<file path="src/design/assert_macros.svh">
// Assertion helpers for the parser top level, which checks its own logic.
// Each macro takes a label, a clock, a reset, an antecedent and a consequent.
`ifndef ASSERT_MACROS_SVH
`define ASSERT_MACROS_SVH
`ifndef SYNTHESIS
// Consequent must hold in the same cycle as the antecedent.
`define ASSERT_SAME(label, clk, rst, ante, cons) \
  label: assert property (@(posedge clk) disable iff (rst) (ante) |-> (cons)) \
    else $error("assertion failed");
// Consequent must hold in the cycle after the antecedent.
`define ASSERT_NEXT(label, clk, rst, ante, cons) \
  label: assert property (@(posedge clk) disable iff (rst) (ante) |=> (cons)) \
    else $error("assertion failed");
`else
`define ASSERT_SAME(label, clk, rst, ante, cons)
`define ASSERT_NEXT(label, clk, rst, ante, cons)
`endif
`endif

</file>
<file path="src/design/crp_pkg.sv">
`default_nettype none
package crp_pkg;

  // Default depth of the hold buffer.
  localparam int HOLD_DEPTH_DEF = 16;

  // Beat widths on the two streams, and the accumulator width.
  localparam int IN_DATA_W  = 8;
  localparam int OUT_DATA_W = 40;
  localparam int ACC_W      = 16;

  // Bytes of the cursor report pattern.
  localparam logic [7:0] BYTE_ESC      = 8'h1b;
  localparam logic [7:0] BYTE_LBRACKET = 8'h5b;
  localparam logic [7:0] BYTE_SEMI     = 8'h3b;
  localparam logic [7:0] BYTE_R        = 8'h52;
  localparam logic [7:0] BYTE_ZERO     = 8'h30;
  localparam logic [7:0] BYTE_NINE     = 8'h39;

  // Input command carried in the input tuser.
  localparam logic CMD_BYTE    = 1'b0;
  localparam logic CMD_TIMEOUT = 1'b1;

  // Result kind carried in the output tuser.
  typedef enum logic [1:0] {
    KIND_KEY    = 2'd0,
    KIND_REPORT = 2'd1,
    KIND_REJECT = 2'd2
  } kind_t;

  // Controller states.
  typedef enum logic [1:0] {
    ST_IDLE,
    ST_READ,
    ST_SEND
  } state_t;

  // Commands from the controller to the datapath.
  typedef struct packed {
    logic take;      // input beat accepted this cycle
    logic rd_issue;  // read the held byte at the flush index
    logic send;      // load the read byte into the output register
  } dp_cmd_t;

  // Status from the datapath to the controller.
  typedef struct packed {
    logic out_free;    // output register can take a new result
    logic flush_go;    // the offered input starts a flush
    logic flush_last;  // flush index points at the final held byte
  } dp_status_t;

endpackage
`default_nettype wire

</file>
<file path="src/design/cursor_report_parser.sv">
// Cursor report parser. Terminal bytes come in on the s_ stream, one per beat,
// with s_tuser low; a beat with s_tuser high is a timeout that flushes held bytes.
// Results leave on the m_ stream: m_tuser gives the kind (key, report, rejected
// report), m_tdata carries the key byte and the row and column counts, and
// m_tlast marks the final result caused by one input beat.
// A plain key byte, or the 'R' closing a report, gives its single result in the
// cycle after it is accepted, so with a ready receiver one byte per cycle is sustained.
// A byte that breaks the pattern, a full hold buffer or a timeout flushes the
// held bytes: each one is read from the hold buffer and then loaded into the
// output register, and input is not accepted until the flush is done.
// Bytes that only extend a report give no result and do not hold up input.
// The output register lets a new input beat in during the cycle its result drains.
// When the receiver stalls, the output register holds and input is refused.
// Reset clears the collection state and the output valid flag; the hold buffer
// needs no clearing pass.
`default_nettype none
`include "assert_macros.svh"
module cursor_report_parser #(
  parameter int HOLD_DEPTH = crp_pkg::HOLD_DEPTH_DEF
) (
  input  wire logic                           clk,
  input  wire logic                           rst,
  input  wire logic                           s_tvalid,
  output logic                                s_tready,
  input  wire logic [crp_pkg::IN_DATA_W-1:0]  s_tdata,   // in_byte[7:0]
  input  wire logic                           s_tuser,   // cmd[0]
  output logic                                m_tvalid,
  input  wire logic                           m_tready,
  output logic [crp_pkg::OUT_DATA_W-1:0]      m_tdata,   // key_byte[7:0], report_rows[23:8],
                                                         // report_cols[39:24]
  output logic [1:0]                          m_tuser,   // kind[1:0]
  output logic                                m_tlast    // last
);
  import crp_pkg::*;

  dp_cmd_t    cmd;
  dp_status_t status;

  // Sequencer for input acceptance and flushing.
  crp_ctrl u_ctrl (
    .clk     (clk),
    .rst     (rst),
    .s_tvalid(s_tvalid),
    .s_tready(s_tready),
    .status  (status),
    .cmd     (cmd)
  );

  // Pattern matching, accumulators, hold buffer and output register.
  crp_datapath #(
    .HOLD_DEPTH(HOLD_DEPTH)
  ) u_dp (
    .clk     (clk),
    .rst     (rst),
    .s_tdata (s_tdata),
    .s_tuser (s_tuser),
    .m_tvalid(m_tvalid),
    .m_tready(m_tready),
    .m_tdata (m_tdata),
    .m_tuser (m_tuser),
    .m_tlast (m_tlast),
    .cmd     (cmd),
    .status  (status)
  );

  // A flushed byte is only loaded when the output register is free.
  `ASSERT_SAME(a_send_free, clk, rst, cmd.send, status.out_free)
  // No input is taken while the hold buffer is being read out.
  `ASSERT_SAME(a_no_take_in_flush, clk, rst, cmd.rd_issue, !s_tready)
  // A read of the hold buffer is always followed by a send attempt, never a take.
  `ASSERT_NEXT(a_read_then_send, clk, rst, cmd.rd_issue, !cmd.take)
  // Accepted reports carry nonzero counts.
  `ASSERT_SAME(a_report_nonzero, clk, rst, m_tvalid && (m_tuser == KIND_REPORT),
               (m_tdata[23:8] != '0) && (m_tdata[39:24] != '0))
  // Keys and rejected reports carry no counts.
  `ASSERT_SAME(a_no_counts, clk, rst, m_tvalid && (m_tuser != KIND_REPORT),
               m_tdata[39:8] == '0)

endmodule
`default_nettype wire

</file>
<file path="src/design/crp_ram.sv">
`default_nettype none
module crp_ram #(
  parameter int WIDTH = 8,
  parameter int DEPTH = 16
) (
  input  wire logic                     clk,
  input  wire logic                     we,
  input  wire logic [$clog2(DEPTH)-1:0] waddr,
  input  wire logic [WIDTH-1:0]         wdata,
  input  wire logic                     re,
  input  wire logic [$clog2(DEPTH)-1:0] raddr,
  output logic      [WIDTH-1:0]         rdata
);

  logic [WIDTH-1:0] mem [DEPTH];

  // One write port, one registered read port.
  always_ff @(posedge clk) begin
    if (we) begin
      mem[waddr] <= wdata;
    end
    if (re) begin
      rdata <= mem[raddr];
    end
  end

endmodule
`default_nettype wire

</file>
<file path="src/design/crp_ctrl.sv">
`default_nettype none
module crp_ctrl (
  input  wire logic                clk,
  input  wire logic                rst,
  input  wire logic                s_tvalid,
  output logic                     s_tready,
  input  wire crp_pkg::dp_status_t status,
  output crp_pkg::dp_cmd_t         cmd
);
  import crp_pkg::*;

  state_t state;
  state_t state_next;

  // State register.
  always_ff @(posedge clk) begin
    if (rst) begin
      state <= ST_IDLE;
    end else begin
      state <= state_next;
    end
  end

  // Next state and commands.
  always_comb begin
    state_next   = state;
    s_tready     = 1'b0;
    cmd.take     = 1'b0;
    cmd.rd_issue = 1'b0;
    cmd.send     = 1'b0;
    unique case (state)
      ST_IDLE: begin
        s_tready = status.out_free;
        cmd.take = s_tvalid && status.out_free;
        if (cmd.take && status.flush_go) begin
          state_next = ST_READ;
        end
      end
      ST_READ: begin
        cmd.rd_issue = 1'b1;
        state_next   = ST_SEND;
      end
      ST_SEND: begin
        if (status.out_free) begin
          cmd.send   = 1'b1;
          state_next = status.flush_last ? ST_IDLE : ST_READ;
        end
      end
      default: begin
        state_next = ST_IDLE;
      end
    endcase
  end

endmodule
`default_nettype wire

</file>
<file path="src/design/crp_datapath.sv">
`default_nettype none
module crp_datapath #(
  parameter int HOLD_DEPTH = crp_pkg::HOLD_DEPTH_DEF
) (
  input  wire logic                          clk,
  input  wire logic                          rst,
  input  wire logic [crp_pkg::IN_DATA_W-1:0] s_tdata,
  input  wire logic                          s_tuser,
  output logic                               m_tvalid,
  input  wire logic                          m_tready,
  output logic [crp_pkg::OUT_DATA_W-1:0]     m_tdata,
  output logic [1:0]                         m_tuser,
  output logic                               m_tlast,
  input  wire crp_pkg::dp_cmd_t              cmd,
  output crp_pkg::dp_status_t                status
);
  import crp_pkg::*;

  localparam int AW = $clog2(HOLD_DEPTH);
  localparam int CW = $clog2(HOLD_DEPTH + 1);

  // Collection state.
  logic [CW-1:0]    held_count;
  logic [ACC_W-1:0] rows_acc;
  logic [ACC_W-1:0] cols_acc;
  logic [1:0]       seen_separator;

  // Flush state.
  logic [CW-1:0] flush_len;
  logic [AW-1:0] flush_idx;

  // Output register payload.
  kind_t            out_kind;
  logic [7:0]       out_key;
  logic [ACC_W-1:0] out_rows;
  logic [ACC_W-1:0] out_cols;
  logic             out_last;

  logic [7:0]    ram_rdata;
  logic [CW-1:0] pos;
  logic          is_digit;
  logic          fits;
  logic          ev_direct;
  logic          ev_store;
  logic          ev_flush;
  logic          ev_report;
  logic          ev_tflush;
  logic          ev_acc;
  logic          report_ok;
  logic [3:0]    digit;
  logic [ACC_W-1:0] acc_sel;
  logic [ACC_W-1:0] acc_new;
  logic          load_direct;

  // Multiply by ten, add the digit and clamp at the top of the range.
  function automatic logic [ACC_W-1:0] acc_digit(input logic [ACC_W-1:0] acc,
                                                 input logic [3:0] d);
    logic [ACC_W+3:0] v;
    v = {acc, 3'b000} + {3'b000, acc, 1'b0} + {{ACC_W{1'b0}}, d};
    acc_digit = (v > {4'b0000, {ACC_W{1'b1}}}) ? {ACC_W{1'b1}} : v[ACC_W-1:0];
  endfunction

  // Classify the offered byte against the pattern.
  always_comb begin
    pos       = held_count + CW'(1);
    is_digit  = (s_tdata >= BYTE_ZERO) && (s_tdata <= BYTE_NINE);
    if (pos == CW'(1)) begin
      fits = 1'b1;
    end else if (pos == CW'(2)) begin
      fits = (s_tdata == BYTE_LBRACKET);
    end else begin
      fits = is_digit || (s_tdata == BYTE_SEMI) || (s_tdata == BYTE_R);
    end
    ev_direct = (s_tuser == CMD_BYTE) && (held_count == '0) && (s_tdata != BYTE_ESC);
    ev_store  = (s_tuser == CMD_BYTE) && !ev_direct;
    ev_flush  = ev_store && (!fits || (pos >= CW'(HOLD_DEPTH)));
    ev_report = ev_store && !ev_flush && (s_tdata == BYTE_R);
    ev_tflush = (s_tuser == CMD_TIMEOUT) && (held_count != '0);
    ev_acc    = ev_store && !ev_flush && !ev_report && (pos > CW'(2));
    report_ok = (rows_acc != '0) && (cols_acc != '0) && (seen_separator == 2'd1);
    digit     = s_tdata[3:0];
    acc_sel   = (seen_separator == 2'd0) ? rows_acc : cols_acc;
    acc_new   = acc_digit(acc_sel, digit);
    load_direct = cmd.take && (ev_direct || ev_report);
  end

  // Status toward the controller.
  always_comb begin
    status.out_free   = !m_tvalid || m_tready;
    status.flush_go   = ev_flush || ev_tflush;
    status.flush_last = ({{(CW-AW){1'b0}}, flush_idx} == (flush_len - CW'(1)));
  end

  // Hold buffer: every stored byte goes in at the current count.
  crp_ram #(
    .WIDTH(8),
    .DEPTH(HOLD_DEPTH)
  ) u_hold (
    .clk  (clk),
    .we   (cmd.take && ev_store),
    .waddr(held_count[AW-1:0]),
    .wdata(s_tdata),
    .re   (cmd.rd_issue),
    .raddr(flush_idx),
    .rdata(ram_rdata)
  );

  // Collection registers and flush bookkeeping.
  always_ff @(posedge clk) begin
    if (rst) begin
      held_count     <= '0;
      rows_acc       <= '0;
      cols_acc       <= '0;
      seen_separator <= 2'd0;
      flush_idx      <= '0;
      flush_len      <= '0;
    end else begin
      if (cmd.take) begin
        if ((s_tuser == CMD_TIMEOUT) || ev_flush || ev_report) begin
          held_count     <= '0;
          rows_acc       <= '0;
          cols_acc       <= '0;
          seen_separator <= 2'd0;
          flush_idx      <= '0;
          flush_len      <= (s_tuser == CMD_TIMEOUT) ? held_count : pos;
        end else if (ev_store) begin
          held_count <= pos;
          if (ev_acc) begin
            if (s_tdata == BYTE_SEMI) begin
              if (seen_separator != 2'd2) begin
                seen_separator <= seen_separator + 2'd1;
              end
            end else if (is_digit) begin
              if (seen_separator == 2'd0) begin
                rows_acc <= acc_new;
              end else begin
                cols_acc <= acc_new;
              end
            end
          end
        end
      end
      if (cmd.send) begin
        flush_idx <= flush_idx + AW'(1);
      end
    end
  end

  // Output valid flag.
  always_ff @(posedge clk) begin
    if (rst) begin
      m_tvalid <= 1'b0;
    end else if (load_direct || cmd.send) begin
      m_tvalid <= 1'b1;
    end else if (m_tready) begin
      m_tvalid <= 1'b0;
    end
  end

  // Output payload.
  always_ff @(posedge clk) begin
    if (cmd.send) begin
      out_kind <= KIND_KEY;
      out_key  <= ram_rdata;
      out_rows <= '0;
      out_cols <= '0;
      out_last <= status.flush_last;
    end else if (load_direct) begin
      out_last <= 1'b1;
      if (ev_direct) begin
        out_kind <= KIND_KEY;
        out_key  <= s_tdata;
        out_rows <= '0;
        out_cols <= '0;
      end else if (report_ok) begin
        out_kind <= KIND_REPORT;
        out_key  <= '0;
        out_rows <= rows_acc;
        out_cols <= cols_acc;
      end else begin
        out_kind <= KIND_REJECT;
        out_key  <= '0;
        out_rows <= '0;
        out_cols <= '0;
      end
    end
  end

  assign m_tdata = {out_cols, out_rows, out_key};
  assign m_tuser = out_kind;
  assign m_tlast = out_last;

endmodule
`default_nettype wire

</file>
<file path="config.mk">
export PLATFORM = sky130hd
export DESIGN_NAME = cursor_report_parser
export DESIGN_NICKNAME = d
export VERILOG_FILES = /design/src/design/crp_pkg.sv /design/src/design/cursor_report_parser.sv /design/src/design/crp_ram.sv /design/src/design/crp_ctrl.sv /design/src/design/crp_datapath.sv
export VERILOG_INCLUDE_DIRS = /design/src /design/src/design
export SDC_FILE = /design/constraint.sdc
export NUM_CORES = 1
export LEC_CHECK = 0
export BUFFER_PORTS_ARGS = -buffer_cell sky130_fd_sc_hd__buf_2
export CORE_MARGIN = 2
export CORE_UTILIZATION = 55
export CTS_CLUSTER_SIZE = 10
export DETAILED_ROUTE_END_ITERATION = 12
export PLACE_DENSITY = 0.73
export SLEW_MARGIN = 20
export SYNTH_ARGS = -nofsm -noshare
export SYNTH_HDL_FRONTEND = slang
export SYNTH_SLANG_ARGS = --single-unit
</file>
<file path="constraint.sdc">
create_clock -name clk -period 9.93 [get_ports clk]
set_input_delay 0.993 -clock clk [delete_from_list [all_inputs] [get_ports clk]]
set_output_delay 0.993 -clock clk [all_outputs]
set_load 0.05 [all_outputs]
</file>
**After elaboration in Yosys (flattened, before gate mapping)**

Memory sizes are Yosys's and may differ from the RTL's. A register that Yosys moved wholly into a read port is not among the register bits.
Index checks and enable logic that the tools add are counted.

- Eq/ne operators: 15
- Muxes and demuxes: 51
- Magnitude comparators: 5
- Reductions and logical operators: 53
- Add/subtract/negate cells: 6
- Bitwise logic cells: 1

Operator list:

| cell | count |
|---|---|
| 16-bit 2-to-1 mux | 18 |
| 16-bit nonzero test | 2 |
| 8-bit 2-to-1 mux | 3 |
| 19-bit by 17-bit adder with 20-bit output | 1 |
| 20-bit by 4-bit adder with 20-bit output | 1 |
| 20-bit by 16-bit > comparator with 1-bit output (second input constant) | 1 |
| 2-bit nonzero test | 10 |
| 2-bit 2-to-1 mux | 9 |
| 8-bit by 7-bit == test with 1-bit output (second input constant) | 2 |
| 1-bit logical AND | 16 |
| 5-bit 2-to-1 mux | 3 |
| 1-bit 2-to-1 mux | 14 |
| 4-bit 2-to-1 mux | 3 |
| 6-bit AND reduction | 2 |
| 1-bit logical OR | 9 |
| 8-bit by 6-bit == test with 1-bit output (second input constant) | 1 |
| 8-bit by 6-bit >= comparator with 1-bit output (second input constant) | 1 |
| 8-bit by 6-bit less-or-equal comparator with 1-bit output (second input constant) | 1 |
| 8-bit by 5-bit inequality test with 1-bit output (second input constant) | 1 |
| 2-bit AND reduction | 4 |
| 2-bit by 1-bit inequality test with 1-bit output (second input constant) | 3 |
| 2-bit one-hot mux with 3 select lines | 1 |
| 5-bit by 1-bit adder with 5-bit output (second input constant) | 1 |
| 4-bit by 5-bit == test with 1-bit output | 1 |
| other kinds (16) | 23 |

- Register bits after elaboration: 94
- RAM bits: 128
- Memories: 1
- Output and inout port bits: 45

Memory list:

| memory | words | bits a word | rd ports | clocked after Yosys merged registers in | write ports | RTL line | source |
|---|---|---|---|---|---|---|---|
| u_dp.u_hold.mem | 16 | 8 | 1 | 1 | 1 | crp_ram.sv:15 | `logic [WIDTH-1:0] mem [DEPTH];` |

**Longest topological paths before layout**

- Depth after elaboration: 18
- Depth in mapped cells: 16

**Modules after synthesis**

Synthesis repeated with hierarchy kept, for this count alone.

- Cell total of the unflattened synthesis: 728
- Area total of the unflattened synthesis: 10510.1 um^2

By module, submodules not included:

| module | area each (um^2) | instances | cells each |
|---|---|---|---|
| crp_ram | 5227.5 | 1 | 229 |
| crp_datapath | 5147.4 | 1 | 485 |
| crp_ctrl | 135.1 | 1 | 14 |

**Worst setup path before layout**

OpenSTA, ideal clock, no wires.

- Kind: reg-to-reg
- Start point: register u_dp.seen_separator[1]
- End point: register u_dp.cols_acc[14]
- Data required time: 9.808 ns
- Buffers on the path: 3
- Data arrival time: 3.988 ns
- Period minus slack after synthesis: 4.110 ns
- Slack: 5.820 ns
- Cell stages (with the launch flop): 17
- Library setup time: 0.122 ns
- Path through: dfxtp_1 > inv_1 > ha_1 > clkbuf_1 > buf_1 > mux2i_1 > fa_1 > inv_1 > ha_1 > a211oi_1 > o21ai_0 > and3_1 > o2111ai_1 > nand3_1 > a22o_4 > buf_6 > a221o_1

- Longest elaborated chain between the ends: 12

RTL lines:

| what | RTL line | source |
|---|---|---|
| from (decl) | crp_datapath.sv:26 | `logic [1:0] seen_separator;` |
| from (signal assigned) | crp_datapath.sv:131 | `seen_separator <= seen_separator + 2'd1;` |
| 2-bit logical NOT * | crp_datapath.sv:82, crp_datapath.sv:134 |  |
| 16-bit 2-to-1 mux | crp_datapath.sv:82 | `acc_sel = (seen_separator == 2'd0) ? rows_acc : cols_acc;` |
| 19-bit by 17-bit adder with 20-bit output | crp_datapath.sv:59 | `v = {acc, 3'b000} + {3'b000, acc, 1'b0} + {{ACC_W{1'b0}}, d};` |
| 20-bit by 4-bit adder with 20-bit output | crp_datapath.sv:59 |  |
| 20-bit by 16-bit > comparator with 1-bit output | crp_datapath.sv:60 | `acc_digit = (v > {4'b0000, {ACC_W{1'b1}}}) ? {ACC_W{1'b1}} : v[ACC_W-1:0];` |
| 16-bit 2-to-1 mux | crp_datapath.sv:60 |  |
| 16-bit 2-to-1 mux | crp_datapath.sv:134 | `if (seen_separator == 2'd0) begin` |
| 16-bit 2-to-1 mux | crp_datapath.sv:133 | `end else if (is_digit) begin` |
| 16-bit 2-to-1 mux | crp_datapath.sv:129 | `if (s_tdata == BYTE_SEMI) begin` |
| 16-bit 2-to-1 mux | crp_datapath.sv:128 | `if (ev_acc) begin` |
| 16-bit 2-to-1 mux | crp_datapath.sv:126 | `end else if (ev_store) begin` |
| 16-bit 2-to-1 mux | crp_datapath.sv:119 | `if ((s_tuser == CMD_TIMEOUT) \|\| ev_flush \|\| ev_report) begin` |
| to (signal assigned) | crp_datapath.sv:137 | `cols_acc <= acc_new;` |
| to (decl) | crp_datapath.sv:25 | `logic [ACC_W-1:0] cols_acc;` |

Every way passes the cells marked *; elsewhere a longest branch is shown, timed or not. The select of a mux whose other input is x is not followed.
A chain may end at the register's enable or synchronous reset.

**Worst setup path after layout**

- Start point: register u_dp.seen_separator[1]
- End point: register u_dp.rows_acc[3]

- Longest elaborated chain between the ends: 12

RTL lines:

| what | RTL line | source |
|---|---|---|
| 2-bit logical NOT * | crp_datapath.sv:82, crp_datapath.sv:134 |  |
| 16-bit 2-to-1 mux | crp_datapath.sv:82 |  |
| 19-bit by 17-bit adder with 20-bit output | crp_datapath.sv:59 |  |
| 20-bit by 4-bit adder with 20-bit output | crp_datapath.sv:59 |  |
| 20-bit by 16-bit > comparator with 1-bit output | crp_datapath.sv:60 |  |
| 16-bit 2-to-1 mux | crp_datapath.sv:60 |  |
| 16-bit 2-to-1 mux | crp_datapath.sv:134 |  |
| 16-bit 2-to-1 mux | crp_datapath.sv:133 |  |
| 16-bit 2-to-1 mux | crp_datapath.sv:129 |  |
| 16-bit 2-to-1 mux | crp_datapath.sv:128 |  |
| 16-bit 2-to-1 mux | crp_datapath.sv:126 |  |
| 16-bit 2-to-1 mux | crp_datapath.sv:119 |  |
| to (signal assigned) | crp_datapath.sv:135 | `rows_acc <= acc_new;` |
| to (decl) | crp_datapath.sv:24 | `logic [ACC_W-1:0] rows_acc;` |

Marked as above.

==> flow_summary.ini <==
[outcome]
status = finished clean

[finish]
final_cell_area_um2 = 11920
mostFrequentLayoutCell = edfxtp_1
syn_to_final_growth_pct = 12.16
drive_above_1_share = 0.2088
layout_common_cells = edfxtp_1, dfxtp_1, buf_2
final_nets = 900

[drt]
drc = 0
dr_total_vias = 7087
finalWirelength_um = 25130
via_per_inst = 6.311
detail-route-antenna-nets = 0
drt_iter0_drc = 481
met1_length_um = 10620
route.met3.wl_um = 1842
wl_per_cell_um = 22.37
dr.pass1.iters = 5
top_layer = met4
route.met2.wl_um = 12040

[logic_synthesis]
synth_warnings = 0
synth.distinct_cells = 73
synth-simple-area-share = 0.09133
yosys.area_share.xor_xnor = 0.01730
ys_seq_area_frac = 0.5696
syn-num-nets = 845
synth_area_per_cell_um2 = 13.47
synth_ff_type = edfxtp_1
syn-cell-area_um2 = 10630
synth.mux.area_fraction = 0.1043
synth_fa_ha_area_frac = 0.05202
synth_edf_count = 145
ys_seq_elements = 230
synth-compound-area-share = 0.1326
synth_top_family_by_area = compound AO/OA/AOI/OAI gates
ys_async_sr_fraction = 0
netlist_instances = 789

[sta]
layout_setup_ws_ps = 5310
hold_violations = 0
setup_viol = 0
fin_setup_tns_ps = 0
min_period_over_period = 0.4653
fin_skew_ps = 15.76
fmax_mhz = 216.4
tightest_slew_ps = 1040
slew_headroom = 0.3068
slew_viol_final = 0
rsz0062_at_grt = no
period_needed_ps = 4620

[job]
drv_cap = 0

[floorplan]
die_area_um2 = 20460
rows = 50
start_util = 0.5646
chipHeight_um = 143.0
io_pins = 58
coreArea_um2 = 18830
fp.dieW_um = 143.0

[worst_setup_path]
cp-end-kind = flop
r2r_slack_ps = 5310
rr_startpoint = u_dp.seen_separator[1]
path_class = reg2reg
crit_start = u_dp.seen_separator[1]
ff2ff_path_depth = 15
crit_arrival_ps = 4980
setup.worst_path.end = u_dp.rows_acc[3]
cp_data_required_time_ps = 10290
r2r_end = u_dp.rows_acc[3]
cp-start-kind = flop
crit_fanout = 20

[grt]
grt_max_degree = 39
grt_antenna_before_repair = 1
grt_pass1_vias = 7002
grt_pass1_wl_um = 39430
grt_use_total = 0.2517
grt.overflow.total = 0

[placed_design]
gp_congestion = 0.9376
placed_cell_area_um2 = 11130
dp_slack_ps = 5174
port_buffers = 57
dp_hpwl_um = 16880

[clock_network]
post_cts_resized = 0
path_clk_slew_ps = 60
cts.sinks = 230
clk_latency_ps = 540
cts_tree = yes
cts_setup_buffers = 0
cts_buffers = 27
ctsLongestPathBuffers = 3
hold_buffers = 0
h-tree-depth = 1
root_buffer = clkbuf_16

[worst_hold_path]
min_path_type = reg2reg

[power]
pwr_density_cell_nw_per_um2 = 166.7
p_leak_nw = 4.448
max-vdd-ir-drop_uv = 127.0
total_power_mw = 1.987
==> worst min-delay path by stage <==
stage,startpoint,end,slack [ps],depth (start not counted)
2_1_floorplan,u_ctrl.state[0],u_ctrl.state[0],430,1
3_3_place_gp,u_ctrl.state[0],u_ctrl.state[0],440,1
3_5_place_dp,u_dp.m_tuser[0],u_dp.m_tuser[0],450,1
4_1_cts,u_dp.m_tuser[0],u_dp.m_tuser[0],460,1
5_1_grt,u_dp.out_rows[8],u_dp.out_rows[8],490,1
6_report,u_dp.m_tuser[0],u_dp.m_tuser[0],450,1
==> power by group <==
part	switching [mW]	total, mW	internal, mW
clock	0.366	0.886	0.520
sequential	0.00337	1.02	1.02
combinational	0.0564	0.0775	0.0211
total	0.426	1.99	1.56
==> state kept, by name, indices dropped and copies added (netlist names) <==
name,count
u_dp.held_count,5
u_dp.m_tuser,2
u_dp.m_tvalid,1
u_dp.u_hold.mem,128
u_dp.cols_acc,16
u_dp.rows_acc,16
u_dp.seen_separator,2
u_dp.out_key,8
u_dp.out_rows,16
u_dp.flush_idx,4
u_dp.m_tlast,1
u_ctrl.state,2
u_dp.flush_len,5
u_dp.out_cols,16
u_dp.u_hold.rdata,8
==> final cells by class <==
class / count / area (um2)
Clock buffer: 45 / 763.2
Fill cell: 1406 / 6907
Clock inverter: 2 / 25.02
Tap cell: 260 / 325.3
Timing Repair Buffer: 66 / 352.8
Sequential cell: 230 / 6057
Antenna cell: 1 / 2.502
Inverter: 41 / 153.9
Multi-Input combinational cell: 478 / 4244
==> routing by layer <==
layer	track usage	vias up
li1	-	3201
met1	0.3500	3523
met2	0.4100	308
met3	0.04225	55
met4	0.07608	0
met5	0	-
==> cell families (layout without fill, tap and decap cells) <==
family          count (synthesis)  count (layout)
other cells                     0               1
compound gates                168             168
mux                            59              59
buf+inv                        81             154
fa+ha+maj                      43              43
flops                         230             230
xor+xnor                       21              21
simple gates                  187             187
==> synth_stat cells, types with 19 or more instances <==
cell type / instances / share of area
a22o_1: 40 / 0.033
nor2_1: 44 / 0.016
ha_1: 41 / 0.048
o21ai_0: 23 / 0.011
clkbuf_1: 24 / 0.0085
inv_1: 41 / 0.014
nand2_1: 48 / 0.017
dfxtp_1: 85 / 0.16
nor3_1: 20 / 0.0094
a221o_1: 19 / 0.018
edfxtp_1: 145 / 0.41
mux4_2: 40 / 0.085
==> stage by stage <==
step | utilization | instances | hold slack, ps
finish | 0.6332 | 1123 | 454.5
global route | 0.6331 | 1122 | 493.5
CTS | 0.6330 | 1122 | 460.6
detailed placement | 0.5911 | 1075 | 446.7
global placement | 0.5911 | 1075 | 435.1
floorplan | - | 789 | 426.5
==> worst max-delay path: stages (launching register included) <==
cell and delay, ps:
dfxtp_1 310, inv_1 130, ha_1 170, buf_4 280, mux2_2 400, inv_1 70, fa_1 400, inv_1 110
ha_1 250, a211oi_1 340, o21ai_0 200, and3_1 210, o2111ai_1 300, nand3_1 190, a22oi_2 850, o211ai_1 220
Power figures use the tool's default switching activity.
